`config.mk`:
```
export PLATFORM = sky130hd
export DESIGN_NAME = pixel_normalize_hwc_to_chw_top_flat
export DESIGN_NICKNAME = d
export VERILOG_FILES = /design/src/rtl/pixnorm_pkg.sv /design/src/rtl/pixnorm_in_if.sv /design/src/rtl/pixnorm_out_if.sv /design/src/rtl/pixnorm_lane.sv /design/src/rtl/pixnorm_merge.sv /design/src/rtl/pixel_normalize_hwc_to_chw_top.sv /design/src/flat_wrapper.sv
export SDC_FILE = /design/constraint.sdc
export NUM_CORES = 2
export LEC_CHECK = 0
export BUFFER_PORTS_ARGS = -buffer_cell sky130_fd_sc_hd__buf_2
export CAP_MARGIN = 5
export CORE_MARGIN = 5
export CORE_UTILIZATION = 45
export DETAILED_ROUTE_END_ITERATION = 7
export GPL_TIMING_DRIVEN = 0
export HOLD_SLACK_MARGIN = 0.08
export SLEW_MARGIN = 0
export SYNTH_ARGS = -nofsm -noshare
export SYNTH_HDL_FRONTEND = slang
export SYNTH_SLANG_ARGS = --single-unit
```
`constraint.sdc`:
```
create_clock -name clk -period 27.7 [get_ports clk]
set_input_delay 4.155 -clock clk [delete_from_list [all_inputs] [get_ports clk]]
set_output_delay 4.155 -clock clk [all_outputs]
set_load 0.02 [all_outputs]
```
`src/rtl/pixnorm_pkg.sv`:
```
// Shared types, constants and helpers of the pixel normaliser.
package pixnorm_pkg;

  localparam int BYTE_W     = 8;
  localparam int NUM_BYTES  = 4;
  localparam int VALUE_W    = 32;
  localparam int DEST_W     = 24;
  localparam int PLANE_W    = 2;
  localparam int PROD_W     = 41;
  localparam int SUM_W      = PROD_W + 1;
  localparam int CFG_IDX_W  = 3;
  localparam int CFG_DATA_W = 64;
  localparam int CFG_CHAN_W = 3;
  localparam int CFG_SIDE_W = 12;
  localparam int SIDE_LIMIT = 4095;

  localparam logic [CFG_CHAN_W-1:0] CHAN_RESET         = 3'd3;
  localparam logic [CFG_SIDE_W-1:0] SIDE_RESET         = 12'd1;
  localparam logic [CFG_DATA_W-1:0] NORM_RESET         = 64'h0000_0101_0000_0000;
  localparam logic [CFG_CHAN_W-1:0] SRC_CHANNELS_MAX   = 3'd4;
  localparam logic [CFG_CHAN_W-1:0] SRC_CHANNELS_UNSUP = 3'd2;

  localparam logic signed [VALUE_W-1:0] VALUE_MAX = 32'sh7FFF_FFFF;
  localparam logic signed [VALUE_W-1:0] VALUE_MIN = 32'sh8000_0000;

  typedef enum logic [CFG_IDX_W-1:0] {
    REG_TENSOR_CHANNELS,
    REG_SOURCE_CHANNELS,
    REG_IMAGE_WIDTH,
    REG_IMAGE_HEIGHT,
    REG_NORM_CHAN0,
    REG_NORM_CHAN1,
    REG_NORM_CHAN2,
    REG_NORM_CHAN3
  } cfg_reg_e;

  typedef struct packed {
    logic [BYTE_W-1:0] pixel_byte0;
    logic [BYTE_W-1:0] pixel_byte1;
    logic [BYTE_W-1:0] pixel_byte2;
    logic [BYTE_W-1:0] pixel_byte3;
  } pix_t;

  typedef struct packed {
    logic signed [VALUE_W-1:0] norm_value;
    logic [DEST_W-1:0]         dest_index;
    logic [PLANE_W-1:0]        plane;
    logic                      last_in_pixel;
    logic                      last_in_image;
    logic                      status;
  } result_t;

  // Load enables of the two register stages inside each lane.
  typedef struct packed {
    logic load_mul;
    logic load_sum;
  } lane_ctl_t;

  // Per-pixel information that travels alongside the lanes.
  typedef struct packed {
    logic bad;
    logic last_img;
  } pix_meta_t;

  function automatic logic [BYTE_W-1:0] byte_of(input pix_t pix, input logic [1:0] sel);
    logic [BYTE_W-1:0] b;
    case (sel)
      2'd0:    b = pix.pixel_byte0;
      2'd1:    b = pix.pixel_byte1;
      2'd2:    b = pix.pixel_byte2;
      default: b = pix.pixel_byte3;
    endcase
    return b;
  endfunction

endpackage

```
`src/rtl/pixnorm_in_if.sv`:
```
// Pixel input channel: valid/ready handshake carrying one interleaved pixel.
interface pixnorm_in_if import pixnorm_pkg::*; ();
  logic valid;
  logic ready;
  pix_t data;

  modport source (output valid, output data, input ready);
  modport sink (input valid, input data, output ready);
endinterface

```
`src/rtl/pixnorm_out_if.sv`:
```
// Result output channel: valid/ready handshake carrying one normalised value.
interface pixnorm_out_if import pixnorm_pkg::*; ();
  logic    valid;
  logic    ready;
  result_t data;

  modport source (output valid, output data, input ready);
  modport sink (input valid, input data, output ready);
endinterface

```
`src/rtl/pixnorm_lane.sv`:
```
// One channel lane: byte times scale, then offset add, saturation and destination index.
module pixnorm_lane import pixnorm_pkg::*; #(
  parameter int LANE    = 0,
  parameter int COUNT_W = 22,
  parameter int POS_W   = 22
) (
  input  logic                      clk,
  input  lane_ctl_t                 ctl,
  input  logic [BYTE_W-1:0]         pix_byte,
  input  logic [CFG_DATA_W-1:0]     norm,
  input  logic [COUNT_W-1:0]        count,
  input  logic [POS_W-1:0]          pos,
  output logic signed [VALUE_W-1:0] value,
  output logic [DEST_W-1:0]         dest
);

  localparam int IDX_SUM_W = COUNT_W + 3;

  logic signed [BYTE_W:0]      byte_s;
  logic signed [VALUE_W-1:0]   scale;
  logic signed [VALUE_W-1:0]   offset;
  logic signed [PROD_W-1:0]    prod_next;
  logic signed [PROD_W-1:0]    prod;
  logic [IDX_SUM_W-1:0]        idx_sum;
  logic [DEST_W-1:0]           dest_mul;
  logic signed [SUM_W-1:0]     sum;
  logic signed [VALUE_W-1:0]   value_next;

  assign byte_s    = $signed({1'b0, pix_byte});
  assign scale     = $signed(norm[2*VALUE_W-1:VALUE_W]);
  assign offset    = $signed(norm[VALUE_W-1:0]);
  assign prod_next = PROD_W'(byte_s) * PROD_W'(scale);
  assign idx_sum   = IDX_SUM_W'(LANE) * IDX_SUM_W'(count) + IDX_SUM_W'(pos);

  assign sum = SUM_W'(prod) + SUM_W'(offset);

  // The sum fits when every bit above the Q16.16 sign bit copies it.
  always_comb begin
    if (&sum[SUM_W-1:VALUE_W-1] || ~|sum[SUM_W-1:VALUE_W-1]) begin
      value_next = sum[VALUE_W-1:0];
    end else if (sum[SUM_W-1]) begin
      value_next = VALUE_MIN;
    end else begin
      value_next = VALUE_MAX;
    end
  end

  always_ff @(posedge clk) begin
    if (ctl.load_mul) begin
      prod     <= prod_next;
      dest_mul <= DEST_W'(idx_sum);
    end
    if (ctl.load_sum) begin
      value <= value_next;
      dest  <= dest_mul;
    end
  end

endmodule

```
`src/rtl/pixnorm_merge.sv`:
```
// Merge stage: walks the lane results of one pixel onto the result port.
module pixnorm_merge import pixnorm_pkg::*; #(
  parameter int MAX_CHANNELS = 4,
  parameter int LANE_W       = 2
) (
  input  logic                      clk,
  input  logic                      rst,
  input  logic                      s3_valid,
  input  pix_meta_t                 meta,
  input  logic [LANE_W-1:0]         k_last,
  input  logic signed [VALUE_W-1:0] value [MAX_CHANNELS],
  input  logic [DEST_W-1:0]         dest [MAX_CHANNELS],
  output logic                      s3_done,
  pixnorm_out_if.source             result_out
);

  logic [LANE_W-1:0] k;
  logic              load_out;
  result_t           res_next;

  assign load_out = s3_valid && (!result_out.valid || result_out.ready);
  assign s3_done  = load_out && (k == k_last);

  always_comb begin
    res_next.norm_value    = meta.bad ? '0 : value[k];
    res_next.dest_index    = dest[k];
    res_next.plane         = meta.bad ? '0 : PLANE_W'(k);
    res_next.last_in_pixel = (k == k_last);
    res_next.last_in_image = meta.last_img;
    res_next.status        = meta.bad;
  end

  always_ff @(posedge clk) begin
    if (rst) begin
      k                <= '0;
      result_out.valid <= 1'b0;
    end else begin
      if (load_out) begin
        result_out.valid <= 1'b1;
        k                <= s3_done ? '0 : k + LANE_W'(1);
      end else if (result_out.ready) begin
        result_out.valid <= 1'b0;
      end
    end
  end

  always_ff @(posedge clk) begin
    if (load_out) begin
      result_out.data <= res_next;
    end
  end

`ifndef SYNTHESIS
  a_k_in_range: assert property (@(posedge clk) disable iff (rst)
    s3_valid |-> k <= k_last)
    else $error("merge lane select beyond the pixel's last channel");
  a_done_rewinds: assert property (@(posedge clk) disable iff (rst)
    s3_done |=> k == '0)
    else $error("lane select not rewound after the pixel's last beat");
  a_error_beat: assert property (@(posedge clk) disable iff (rst)
    result_out.valid && result_out.data.status |->
      result_out.data.last_in_pixel && result_out.data.plane == '0 &&
      result_out.data.norm_value == '0)
    else $error("error beat is not a single zero beat on plane zero");
`endif

endmodule

```
`src/rtl/pixel_normalize_hwc_to_chw_top.sv`:
```
// Pixel normaliser top level: configuration, pixel counter, lanes and merge.
//
// Usage: pixel_in takes one interleaved pixel (up to four bytes) per beat in
// raster order. For each of the first tensor_channels channels a beat leaves
// result_out carrying byte*scale+offset in saturated signed Q16.16 and its
// planar destination index channel*width*height+pixel_index, channels in
// ascending order. An invalid channel setting gives one error beat per pixel.
// Registers are written through cfg_write/cfg_index/cfg_data; the user writes
// them only while the block holds no pixel, which the block does not enforce;
// a write takes effect at the next edge. A pixel's results pass the input
// register, then multiply, offset and saturate, then the output register.
// The single result port, which the merge stage walks one lane per cycle while
// result_out is not stalled, sets the pace: a pixel leaves as tensor_channels
// beats (one on error), and a new pixel is taken while the previous one is
// still being sent.
// Reset (synchronous, rst high) empties the pipeline, zeroes the pixel
// counter and loads the register defaults. When result_out is stalled the
// output register holds, the pipeline fills and pixel_in.ready falls.
module pixel_normalize_hwc_to_chw_top import pixnorm_pkg::*; #(
  parameter int MAX_SIDE     = 2048,
  parameter int MAX_CHANNELS = 4
) (
  input  logic                  clk,
  input  logic                  rst,
  input  logic                  cfg_write,
  input  logic [CFG_IDX_W-1:0]  cfg_index,
  input  logic [CFG_DATA_W-1:0] cfg_data,
  pixnorm_in_if.sink            pixel_in,
  pixnorm_out_if.source         result_out
);

  localparam int SIDE_CAP = (MAX_SIDE < SIDE_LIMIT) ? MAX_SIDE : SIDE_LIMIT;
  localparam int SIDE_W   = $clog2(SIDE_CAP + 1);
  localparam int COUNT_W  = 2 * SIDE_W;
  localparam int POS_W    = (SIDE_CAP > 1) ? $clog2(SIDE_CAP * SIDE_CAP) : 1;
  localparam int LANE_W   = (MAX_CHANNELS > 1) ? $clog2(MAX_CHANNELS) : 1;

  logic [CFG_CHAN_W-1:0] tensor_channels;
  logic [CFG_CHAN_W-1:0] source_channels;
  logic [CFG_SIDE_W-1:0] image_width;
  logic [CFG_SIDE_W-1:0] image_height;
  logic [CFG_DATA_W-1:0] norm_chan [MAX_CHANNELS];
  logic [POS_W-1:0]      pixel_position;

  logic [SIDE_W-1:0]  side_w;
  logic [SIDE_W-1:0]  side_h;
  logic [COUNT_W-1:0] count;
  logic [POS_W-1:0]   pos_eff;
  logic [COUNT_W-1:0] pos_inc;
  logic               bad;
  logic               accept;

  logic               s1_valid;
  pix_t               s1_pix;
  logic [POS_W-1:0]   s1_pos;
  logic [COUNT_W-1:0] s1_count;
  pix_meta_t          s1_meta;
  logic [LANE_W-1:0]  s1_k_last;
  logic               s2_valid;
  pix_meta_t          s2_meta;
  logic [LANE_W-1:0]  s2_k_last;
  logic               s3_valid;
  pix_meta_t          s3_meta;
  logic [LANE_W-1:0]  s3_k_last;

  logic               s2_load;
  logic               s3_load;
  logic               s3_done;
  lane_ctl_t          lane_ctl;

  logic signed [VALUE_W-1:0] lane_value [MAX_CHANNELS];
  logic [DEST_W-1:0]         lane_dest [MAX_CHANNELS];

  // Configuration registers.
  always_ff @(posedge clk) begin
    if (rst) begin
      tensor_channels <= CHAN_RESET;
      source_channels <= CHAN_RESET;
      image_width     <= SIDE_RESET;
      image_height    <= SIDE_RESET;
    end else if (cfg_write) begin
      unique case (cfg_reg_e'(cfg_index))
        REG_TENSOR_CHANNELS: tensor_channels <= cfg_data[CFG_CHAN_W-1:0];
        REG_SOURCE_CHANNELS: source_channels <= cfg_data[CFG_CHAN_W-1:0];
        REG_IMAGE_WIDTH:     image_width     <= cfg_data[CFG_SIDE_W-1:0];
        REG_IMAGE_HEIGHT:    image_height    <= cfg_data[CFG_SIDE_W-1:0];
        default: ;
      endcase
    end
  end

  for (genvar l = 0; l < MAX_CHANNELS; l++) begin : g_norm
    always_ff @(posedge clk) begin
      if (rst) begin
        norm_chan[l] <= NORM_RESET;
      end else if (cfg_write &&
                   cfg_index == CFG_IDX_W'(REG_NORM_CHAN0) + CFG_IDX_W'(l)) begin
        norm_chan[l] <= cfg_data;
      end
    end
  end

  // Image size with zero read as one and oversize clamped.
  always_comb begin
    if (image_width == '0) begin
      side_w = SIDE_W'(1);
    end else if (image_width > CFG_SIDE_W'(SIDE_CAP)) begin
      side_w = SIDE_W'(SIDE_CAP);
    end else begin
      side_w = SIDE_W'(image_width);
    end
    if (image_height == '0) begin
      side_h = SIDE_W'(1);
    end else if (image_height > CFG_SIDE_W'(SIDE_CAP)) begin
      side_h = SIDE_W'(SIDE_CAP);
    end else begin
      side_h = SIDE_W'(image_height);
    end
  end

  assign count = COUNT_W'(side_w) * COUNT_W'(side_h);

  // A counter left beyond a shrunken image restarts at the first pixel.
  assign pos_eff = (COUNT_W'(pixel_position) >= count) ? '0 : pixel_position;
  assign pos_inc = COUNT_W'(pos_eff) + COUNT_W'(1);

  assign bad = tensor_channels == '0 ||
               tensor_channels > CFG_CHAN_W'(MAX_CHANNELS) ||
               source_channels == '0 ||
               source_channels > SRC_CHANNELS_MAX ||
               source_channels == SRC_CHANNELS_UNSUP ||
               tensor_channels > source_channels;

  // Pipeline control: each stage moves on when the next one is free or leaving.
  assign s3_load        = s2_valid && (!s3_valid || s3_done);
  assign s2_load        = s1_valid && (!s2_valid || s3_load);
  assign pixel_in.ready = !s1_valid || s2_load;
  assign accept         = pixel_in.valid && pixel_in.ready;

  assign lane_ctl.load_mul = s2_load;
  assign lane_ctl.load_sum = s3_load;

  always_ff @(posedge clk) begin
    if (rst) begin
      pixel_position <= '0;
      s1_valid       <= 1'b0;
      s2_valid       <= 1'b0;
      s3_valid       <= 1'b0;
    end else begin
      if (accept) begin
        pixel_position <= (pos_inc >= count) ? '0 : POS_W'(pos_inc);
        s1_valid       <= 1'b1;
      end else if (s2_load) begin
        s1_valid <= 1'b0;
      end
      if (s2_load) begin
        s2_valid <= 1'b1;
      end else if (s3_load) begin
        s2_valid <= 1'b0;
      end
      if (s3_load) begin
        s3_valid <= 1'b1;
      end else if (s3_done) begin
        s3_valid <= 1'b0;
      end
    end
  end

  always_ff @(posedge clk) begin
    if (accept) begin
      s1_pix            <= pixel_in.data;
      s1_pos            <= pos_eff;
      s1_count          <= count;
      s1_meta.bad       <= bad;
      s1_meta.last_img  <= (COUNT_W'(pos_eff) == count - COUNT_W'(1));
      s1_k_last         <= bad ? '0 : LANE_W'(tensor_channels - CFG_CHAN_W'(1));
    end
    if (s2_load) begin
      s2_meta   <= s1_meta;
      s2_k_last <= s1_k_last;
    end
    if (s3_load) begin
      s3_meta   <= s2_meta;
      s3_k_last <= s2_k_last;
    end
  end

  for (genvar l = 0; l < MAX_CHANNELS; l++) begin : g_lane
    pixnorm_lane #(
      .LANE    (l),
      .COUNT_W (COUNT_W),
      .POS_W   (POS_W)
    ) u_lane (
      .clk      (clk),
      .ctl      (lane_ctl),
      .pix_byte (byte_of(s1_pix, 2'(l))),
      .norm     (norm_chan[l]),
      .count    (s1_count),
      .pos      (s1_pos),
      .value    (lane_value[l]),
      .dest     (lane_dest[l])
    );
  end

  pixnorm_merge #(
    .MAX_CHANNELS (MAX_CHANNELS),
    .LANE_W       (LANE_W)
  ) u_merge (
    .clk        (clk),
    .rst        (rst),
    .s3_valid   (s3_valid),
    .meta       (s3_meta),
    .k_last     (s3_k_last),
    .value      (lane_value),
    .dest       (lane_dest),
    .s3_done    (s3_done),
    .result_out (result_out)
  );

`ifndef SYNTHESIS
  a_accept_fills: assert property (@(posedge clk) disable iff (rst)
    accept |=> s1_valid)
    else $error("accepted pixel beat not held in the input stage");
  a_done_needs_item: assert property (@(posedge clk) disable iff (rst)
    s3_done |-> s3_valid)
    else $error("merge finished a pixel that is not present");
  a_stall_holds: assert property (@(posedge clk) disable iff (rst)
    s1_valid && !s2_load |=> s1_valid)
    else $error("stalled pixel dropped from the input stage");
`endif

endmodule

```
`src/flat_wrapper.sv`:
```
// flat-port wrapper written by rule: the top's interface ports become plain ports
module pixel_normalize_hwc_to_chw_top_flat import pixnorm_pkg::*;
#(
  parameter int MAX_SIDE     = 2048,
  parameter int MAX_CHANNELS = 4
)
  (clk, rst, cfg_write, cfg_index, cfg_data, pixel_in_valid, pixel_in_data, pixel_in_ready, result_out_valid, result_out_data, result_out_ready);
  pixnorm_in_if pixel_in_i ();
  pixnorm_out_if result_out_i ();
  input  logic clk;
  input  logic rst;
  input  logic cfg_write;
  input  logic [CFG_IDX_W-1:0] cfg_index;
  input  logic [CFG_DATA_W-1:0] cfg_data;
  input wire logic [$bits(pixel_in_i.valid)-1:0] pixel_in_valid;
  input wire logic [$bits(pixel_in_i.data)-1:0] pixel_in_data;
  output wire logic [$bits(pixel_in_i.ready)-1:0] pixel_in_ready;
  output wire logic [$bits(result_out_i.valid)-1:0] result_out_valid;
  output wire logic [$bits(result_out_i.data)-1:0] result_out_data;
  input wire logic [$bits(result_out_i.ready)-1:0] result_out_ready;
  assign pixel_in_i.valid = pixel_in_valid;
  assign pixel_in_i.data = pixel_in_data;
  assign pixel_in_ready = pixel_in_i.ready;
  assign result_out_valid = result_out_i.valid;
  assign result_out_data = result_out_i.data;
  assign result_out_i.ready = result_out_ready;
  pixel_normalize_hwc_to_chw_top #(.MAX_SIDE(MAX_SIDE), .MAX_CHANNELS(MAX_CHANNELS)) u_core (.clk(clk), .rst(rst), .cfg_write(cfg_write), .cfg_index(cfg_index), .cfg_data(cfg_data), .pixel_in(pixel_in_i), .result_out(result_out_i));
endmodule
```
==> metrics <==
CTS tree=built; clk slew on worst S/H paths=0.07 ns; Max Slew Vio Count=0; worst-path fanout max=10; clk_skew=0.0568 ns; Root Buffer Master=clkbuf_16; Yosys Warn Count=0; register area share after synthesis=32.4%; post-CTS setup buffers=0; H-tree depth=3; Max Clk Rate=76.4 MHz; Tmin final=13.09 ns; Synth Area per Inst=10.5 um^2; Post-Syn Area=0.0854 mm^2; total power=8.59 mW; R2R setup slack=14.61 ns; # clock sinks=941; library cells used by synthesis=94; slew at the pin with the worst max-slew slack=1.36 ns; post-synth top area share=31.0%; Area Growth Syn to Fin=9.90%; WL/cell=22.0 um; CORE AREA=0.189 mm^2; initial core utilization=45.1%; R2R depth=54; die area=0.199 mm^2; Clock Tree Buf Depth=3; total CTS buffers=108; Resized Gates After CTS=0; slowest CP cell=a2111oi_1; via/cell ratio=5.33; Hold Crit Class=flip-flop to flip-flop; P per Cell Area=91.5 mW/mm^2; Setup CP Type=flip-flop to flip-flop; worst rel slew slack=9.22%; Worst R2R Start=u_core.image_height[2]; Die Y=446 um; outcome=completed; TNS Setup=0 ns; Final ANT Viol Nets=0; largest stage delay on the critical path=0.68 ns; Post-Syn Instances=8149; worst setup margin=14.61 ns; Initial DRT Pass Iterations=6; Post-CTS Hold Buffers=0; pre-CTS setup slack=14.84 ns; Synth area leaders=edfxtp_1 (31%), fa_1 (22%), ha_1 (9.7%); number of DRC markers in iteration 0=4415; Ports=167; wirelength, routed=244000 um; commonest non-fill, non-tap cells in the layout=inv_1 (1251), and2_1 (954), fa_1 (920); Max VDD drop=0.0640 mV; static leakage=41.8 nW; Final period util=47.3%; share of layout cells above drive strength 1=6.17%; GRT Resource Usage Total=24.7%; vias in the first global route=60600; initial antenna violation count=59; clk_lat worst skew=0.77 ns; Arr. time, crit path=13.76 ns; port buffer count=165; RSZ-0062 raised after global routing=no; Row Count=160; Hold Violations, Final=0; Critical R2R Capture=u_core.pixel_position[1]; via count=59300; Final Net Count=10100; total grt overflow=0; Synth async-reset ratio=0%; # setup viols final=0; Most used DFF post-synth=edfxtp_1; Worst setup SP type=flip-flop; Worst Path Required=28.36 ns; DRC=0; syn_nets=9838; commonest non-fill, non-tap cell in the layout=inv_1; DP HPWL=192000 um; Post-synth EDFFs=883; final instance area=0.0939 mm^2; first-pass GRT wire length=372000 um; Yosys top cell by area=edfxtp_1; Max Cap Viol=0; post-synthesis register bit count=941; placed cell areas=0.0900 mm^2; pin count of the biggest net entering global routing=65; Die W=446 um; Routability Congestion=0.929; Worst Setup SP=u_core.image_height[2]; Worst setup EP type=flip-flop; end of the critical path=u_core.pixel_position[1]
## kinds of logic after synthesis
kind of cell / after synthesis / share of synthesized area (%)
AO/OA/AOI/OAI: 1139 / 8.61
XOR/XNOR: 411 / 4.21
adder cells (fa/ha/maj): 1586 / 31.3
buffers and inverters: 1477 / 6.57
flip-flops: 941 / 32.4
multiplexers: 62 / 1.51
AND/OR/NAND/NOR: 2533 / 15.4
## power by group
part / switching (mW) / internal [mW] / total (mW)
Clock: 0.660 / 0.837 / 1.50
Combinational: 2.92 / 1.99 / 4.92
Sequential: 0.156 / 2.02 / 2.18
## metal layers
layer,track usage (%),share of wire [%],vias up
li1,-,-,27500
met2,39.5,46,1715
met1,33.6,43,29600
met3,3.87,6.6,401
met4,10.5,4.4,6
met5,0,0.018,-
## per-stage QoR
stage	utilization (%)	hold slack [ns]	cells
2_1_floorplan	-	0.400	8149
3_3_place_gp	47.2	0.401	10800
3_5_place_dp	47.5	0.405	10900
4_1_cts	49.5	0.366	11100
5_1_grt	49.5	0.376	11100
6_report	49.6	0.374	11100
## registers in the layout (all words and copies together), names as in the netlist, 22 cells and up
| name | cells |
|---|---|
| u_core.s1_pos | 22 |
| u_core.pixel_position | 22 |
| u_core.g_lane.u_lane.value | 128 |
| u_core.s1_pix | 32 |
| u_core.g_lane.u_lane.dest | 92 |
| u_core.norm_chan | 256 |
| u_core.g_lane.u_lane.dest_mul | 92 |
| u_core.u_merge.result_out.data | 61 |
| u_core.s1_count | 24 |
| u_core.g_lane.u_lane.prod | 164 |
## synthesized netlist by cell type (11+ instances only)
cell	instances
nand2_1	696
nand3_1	100
nor3_1	77
a211oi_1	19
fa_1	920
dfxtp_1	58
nor2_1	338
buf_1	11
a31oi_1	25
a2111oi_0	11
edfxtp_1	883
a21boi_0	16
xor2_1	124
mux4_2	53
and2_1	954
o21ai_0	174
a22o_1	31
o21bai_1	41
nand4_1	32
nor4_1	22
nor2b_1	117
or2_2	12
a21oi_1	388
nand2b_1	77
o41ai_1	11
a21o_1	148
o22ai_1	11
xnor2_1	287
o21ai_1	28
o31ai_1	16
clkbuf_1	191
ha_1	665
or3_1	27
a21oi_2	34
inv_1	1253
o211ai_1	19
buf_2	12
and3_1	41
o21a_1	65
## cell type report
cell class / instances / area (um^2)
Sequential cell: 941 / 27700
Antenna cell: 60 / 150
Fill cell: 17400 / 95500
Clock buffer: 123 / 2770
Timing Repair Buffer: 191 / 1390
Tap cell: 2511 / 3140
Buffer: 223 / 906
Clock inverter: 80 / 938
Multi-Input combinational cell: 5731 / 52200
Inverter: 1254 / 4710
## how the worst min path moves through the flow
| stage | from | cells after the start | to | slack [ns] |
|---|---|---|---|---|
| 2_1_floorplan | u_core.g_lane[0].u_lane.dest_mul[10] | 0 | u_core.g_lane[0].u_lane.dest[10] | 0.40 |
| 4_1_cts | u_core.g_lane[0].u_lane.dest_mul[1] | 0 | u_core.g_lane[0].u_lane.dest[1] | 0.37 |
| 3_3_place_gp | u_core.g_lane[0].u_lane.dest_mul[5] | 0 | u_core.g_lane[0].u_lane.dest[5] | 0.40 |
| 6_report | u_core.g_lane[0].u_lane.dest_mul[1] | 0 | u_core.g_lane[0].u_lane.dest[1] | 0.37 |
| 5_1_grt | u_core.g_lane[0].u_lane.dest_mul[1] | 0 | u_core.g_lane[0].u_lane.dest[1] | 0.38 |
| 3_5_place_dp | u_core.g_lane[1].u_lane.dest_mul[22] | 0 | u_core.g_lane[1].u_lane.dest[22] | 0.40 |
## worst max-delay path: cells and delay by family (launching register included)
family,cells,cell delay [ns]
AOI/OAI and AO/OA,18,4.10
adders and majority gates,10,3.97
xor gates and xnor gates,2,0.61
buffers and inverters,8,1.33
DFF,1,0.33
and+or+nand+nor,16,2.69
Note: power is estimated with default switching activity, not from simulation.
